<file path="config.mk">
export PLATFORM = sky130hd
export DESIGN_NAME = bts_addr
export DESIGN_NICKNAME = d
export VERILOG_FILES = /design/src/sv/bts_pkg.sv /design/src/sv/bts_addr.sv
export SDC_FILE = /design/constraint.sdc
export NUM_CORES = 1
export LEC_CHECK = 0
export ABC_AREA = 1
export BUFFER_PORTS_ARGS = -buffer_cell sky130_fd_sc_hd__buf_2
export CAP_MARGIN = 20
export CORE_MARGIN = 2
export CORE_UTILIZATION = 30
export CTS_CLUSTER_SIZE = 28
export DETAILED_ROUTE_END_ITERATION = 8
export PLACE_DENSITY = 0.48
export SLEW_MARGIN = 15
export SYNTH_ARGS = -nofsm -noshare
export SYNTH_HDL_FRONTEND = slang
export SYNTH_SLANG_ARGS = --single-unit
export TNS_END_PERCENT = 1
</file>
<file path="constraint.sdc">
create_clock -name clk -period 4 [get_ports clk]
set_input_delay 0.6 -clock clk [delete_from_list [all_inputs] [get_ports clk]]
set_output_delay 0.6 -clock clk [all_outputs]
set_load 0.01 [all_outputs]
</file>
<file path="src/sv/bts_pkg.sv">
// ----------------------------------------------------------------------------
// Bilinear texture sampler package
// Shared constants and types for the wrapped bilinear texture sampler.
// ----------------------------------------------------------------------------
package bts_pkg;

    localparam int DEFAULT_MAX_ROWS = 256;
    localparam int DEFAULT_MAX_COLS = 256;

    localparam int CFG_W   = 9;
    localparam int CFG_IDX = 1;
    localparam int FRAC_W  = 16;
    localparam int WGT_W   = 17;

    localparam logic CMD_LOAD   = 1'b0;
    localparam logic CMD_SAMPLE = 1'b1;

    localparam logic [CFG_IDX-1:0] REG_TEX_ROWS = 1'b0;
    localparam logic [CFG_IDX-1:0] REG_TEX_COLS = 1'b1;

    typedef struct packed {
        logic [7:0] red;
        logic [7:0] green;
        logic [7:0] blue;
    } texel_t;

endpackage

</file>
<file path="src/sv/bts_addr.sv">
// ----------------------------------------------------------------------------
// Sampler address stage
// Scales the coordinate fractions, forms neighbor indices and Q16 weights.
// Two register stages.
// ----------------------------------------------------------------------------
module bts_addr #(
    parameter int MAX_ROWS = bts_pkg::DEFAULT_MAX_ROWS,
    parameter int MAX_COLS = bts_pkg::DEFAULT_MAX_COLS,
    localparam int RW = $clog2(MAX_ROWS),
    localparam int CW = $clog2(MAX_COLS),
    localparam int RN = $clog2(MAX_ROWS + 1),
    localparam int CN = $clog2(MAX_COLS + 1)
) (
    input  logic                            clk,
    input  logic                            rst_n,
    input  logic                            in_valid,
    input  logic [bts_pkg::FRAC_W-1:0]      frac_u,
    input  logic [bts_pkg::FRAC_W-1:0]      frac_v,
    input  logic [RN-1:0]                   rows,
    input  logic [CN-1:0]                   cols,
    output logic                            out_valid,
    output logic [RW-1:0]                   r1,
    output logic [RW-1:0]                   r2,
    output logic [CW-1:0]                   c1,
    output logic [CW-1:0]                   c2,
    output logic [bts_pkg::WGT_W-1:0]       dr,
    output logic [bts_pkg::WGT_W-1:0]       dc
);

    localparam int PRW = bts_pkg::FRAC_W + RN;
    localparam int PCW = bts_pkg::FRAC_W + CN;

    logic           v1_reg;
    logic [PRW-1:0] pr_reg;
    logic [PCW-1:0] pc_reg;
    logic [RN-1:0]  rows_reg;
    logic [CN-1:0]  cols_reg;
    logic           v2_reg;
    logic [RW-1:0]  r1_reg, r2_reg;
    logic [CW-1:0]  c1_reg, c2_reg;
    logic [bts_pkg::WGT_W-1:0] dr_reg, dc_reg;
    logic [RN-1:0]  r1_full;
    logic [CN-1:0]  c1_full;
    logic [RN:0]    r1_inc;
    logic [CN:0]    c1_inc;
    logic [RW-1:0]  r2_next;
    logic [CW-1:0]  c2_next;

    always_comb
    begin
        r1_full = pr_reg[PRW-1:bts_pkg::FRAC_W];
        c1_full = pc_reg[PCW-1:bts_pkg::FRAC_W];
        r1_inc  = {1'b0, r1_full} + 1'b1;
        c1_inc  = {1'b0, c1_full} + 1'b1;
        r2_next = (r1_inc < {1'b0, rows_reg}) ? r1_inc[RW-1:0] : '0;
        c2_next = (c1_inc < {1'b0, cols_reg}) ? c1_inc[CW-1:0] : '0;
    end

    always_ff @(posedge clk or negedge rst_n)
    begin
        if (!rst_n)
        begin
            v1_reg <= 1'b0;
            v2_reg <= 1'b0;
        end
        else
        begin
            v1_reg <= in_valid;
            v2_reg <= v1_reg;
        end
    end

    always_ff @(posedge clk)
    begin
        pr_reg   <= PRW'(frac_u) * PRW'(rows);
        pc_reg   <= PCW'(frac_v) * PCW'(cols);
        rows_reg <= rows;
        cols_reg <= cols;
        r1_reg   <= r1_full[RW-1:0];
        c1_reg   <= c1_full[CW-1:0];
        r2_reg   <= r2_next;
        c2_reg   <= c2_next;
        dr_reg   <= 17'h10000 - {1'b0, pr_reg[bts_pkg::FRAC_W-1:0]};
        dc_reg   <= 17'h10000 - {1'b0, pc_reg[bts_pkg::FRAC_W-1:0]};
    end

    assign out_valid = v2_reg;
    assign r1 = r1_reg;
    assign r2 = r2_reg;
    assign c1 = c1_reg;
    assign c2 = c2_reg;
    assign dr = dr_reg;
    assign dc = dc_reg;

endmodule

</file>
==> flow_summary.ini <==
[floorplanning]
dieWidth_um = 223
rows = 80
start_util = 0.303
die_h_um = 223
core-area_sq_mm = 0.0474
ios = 120
die-area_sq_mm = 0.0496

[final_layout]
fill_cells = 5002
syn2layout_area_growth_pct = 26.2
multi_input_area_sq_mm = 0.00986
seq_area_sq_mm = 0.00273
drive_gt1_frac = 0.203
final_area_sq_mm = 0.0181
final_nets = 2527

[route]
drt_pass1_iterations = 5
postRouteAntennaNets = 0
dr_total_vias = 11800
post_drt_via_cell_ratio = 4.23
drc = 0
drt-initial-drc-count = 541
wire_per_inst_um = 13.9
drt_wl_total_um = 38800

[yosys]
ys_ff_latch = 136
synth_most_common_cell = inv_1
yosysWarnings = 0
ys_seq_area_frac = 0.190
synth_edf_count = 0
netlist_instances = 1957
synth_nets = 2318
synth_top_cell_area_share = 0.276
syn_area_sq_mm = 0.0144
syn_avg_cell_area_sq_um = 7.34
yosys-top-cells-count = 594 x inv_1, 567 x nand2_1, 198 x fa_1
ys_types = 29
async_flop_share = 0.0147
synth_area_leaders = fa_1 28%, dfxtp_1 19%, inv_1 16%
yosysTopAreaCell = fa_1
synth_flop_cell = dfxtp_1

[sta]
slew_headroom = 0.777
rsz0062_at_grt = yes
max_freq_mhz = 257
post-route-period-util = 0.974
worst_pin_slew_ns = 0.334
setup_viol = 0
finalHoldViolCount = 0
timing.final.crit_period_ns = 3.90
final_max_slew_viol_count = 0
final.setup_skew_ns = 0.00803

[grt]
antenna_found_initial = 0
grt_max_degree = 18
grt_pass1_vias = 13200
grt_pass1_wl_um = 64700
gr-total-overflow = 0
grt_usage = 0.164

[power]
p_int_uw = 7510
pwr-share-comb = 0.722
pwr-share-clk = 0.115
netSwitchingFraction = 0.479
netSwitchingPower_uw = 6910
leakage_uw = 0.0108
seqPwrFrac = 0.163
total_power_uw = 14400
ir_drop_mv = 0.540
power_density_mw_per_mm2 = 796

[place]
dp_hpwl_um = 31800
placed_area_sq_mm = 0.0170
gp_congestion = 0.850
port_buffers = 119

[clock_network]
cts_buffers = 17
cts.sinks = 136
cts_tree = built
insertion_delay_ns = 0.43
cts.clk_slew.worst_paths_ns = 0.06
cts_max_level = 4
root_buffer = clkbuf_16
clock_path_buffers = 2

[worst_setup_path]
crit_path_end_kind = flip-flop
reg2reg_slack_ns = 1.65
crit_type = input port to flip-flop
worstPathMaxFanout = 6
worst-endpoint-arrival_ns = 4.24
critPathRequiredTime_ns = 4.34
start_kind = input port

[flow_run]
drv.max_cap_violation_count = 0

[outcome]
outcome = finished clean

[min_path]
min_path_type = input port to flip-flop
-- cell families (layout without fill, tap and decap cells) --
| kind of cell | count (synthesis) | count (layout) | synth area share |
|---|---|---|---|
| simple gates | 748 | 748 | 0.211 |
| fa+ha+maj | 308 | 308 | 0.372 |
| buf+inv | 662 | 884 | 0.173 |
| xor+xnor | 59 | 59 | 0.0360 |
| other cells | 0 | 1 | 0 |
| flops | 136 | 136 | 0.190 |
| compound gates | 44 | 44 | 0.0173 |
-- cell type report --
class / count / share of cell area
Clock inverter: 13 / 0.0100
Timing Repair Buffer: 258 / 0.105
Antenna cell: 1 / 0.000138
Inverter: 594 / 0.123
Multi-Input combinational cell: 1159 / 0.544
Sequential cell: 136 / 0.151
Clock buffer: 19 / 0.0244
Tap cell: 615 / 0.0425
-- critical path, stage by stage --
cell and delay (ns):
buf_4 0.10, buf_12 0.13, buf_12 0.13, nand2_2 0.06, fa_2 0.55, inv_1 0.05, fa_1 0.46, fa_1 0.53
inv_1 0.05, fa_1 0.50, inv_2 0.05, ha_4 0.31, nand2_4 0.07, nor2_4 0.14, nand3_1 0.14, nand3_2 0.14
xor2_2 0.21
-- power by group through the flow --
| stage | logic, uW | registers (uW) | clock network [uW] |
|---|---|---|---|
| after global routing | 11700 | 2410 | 1770 |
| after detailed placement | 9840 | 2370 | 0 |
| final | 10400 | 2340 | 1660 |
| after floorplan | 6420 | 2430 | 0 |
| after CTS | 9960 | 2360 | 1710 |
| after global placement | 9810 | 2380 | 0 |
-- per-stage QoR --
step	hold slack, ns	cells	setup TNS [ns]	setup slack (ns)	utilization
final	0.278	2795	0	0.104	0.382
after global routing	0.257	2794	-0.136	-0.0329	0.382
after CTS	0.255	2784	0	0.00381	0.372
after detailed placement	0.337	2751	-14.22	-0.637	0.359
after global placement	0.333	2751	-14.57	-0.670	0.359
after floorplan	0.304	1957	-0.942	-0.0634	-
-- metal layers --
layer  track usage  wire length, um  up-vias
met5             0                0        -
met4        0.0496             1080        0
met3        0.0255             1280       60
met2         0.316            20800      197
met1         0.183            15700     5643
li1              -                -     5918
-- path summary, 6_finish.rpt --
path                         endpoint       start  cells after the start
max in group asynchronous   out_valid       rst_n                      2
setup reg to reg                c2[4]  pc_reg[16]                     16
min in group asynchronous      v1_reg       rst_n                      2
hold reg to reg             out_valid      v1_reg                      0
setup / recovery           pr_reg[13]     rows[2]                     17
hold / removal                 v1_reg    in_valid                      1
-- what timing repair did --
| action | in CTS | in global routing |
|---|---|---|
| setup buffers | 0 | 8 |
| cloned | 0 | 2 |
| endpoints found under the setup margin | 10 | 30 |
| hold endpoints to repair | 2 | 0 |
| pin swaps | 0 | 58 |
| resized for setup | 7 | 105 |
| hold buffers | 1 | 0 |
-- cell usage in the layout, fill, tap and decap left out, drive strengths merged --
cell and instances:
or2 1, bufinv 3, o21ai 1, o21bai 9
buf 247, clkinv 1, nand2 574, nand3b 4
nor2 89, fa 198, a31o 1, and3 1
dlygate4sd3 1, clkbuf 29, a21o 1, xnor2 8
nand3 45, xor2 51, and2 5, nor3 8
inv 602, nand4 17, dfxtp 134, clkinvlp 1
nor4 4, dfrtp 2, ha 110, diode 1
a21oi 32
(Power assumes the default switching activity.)
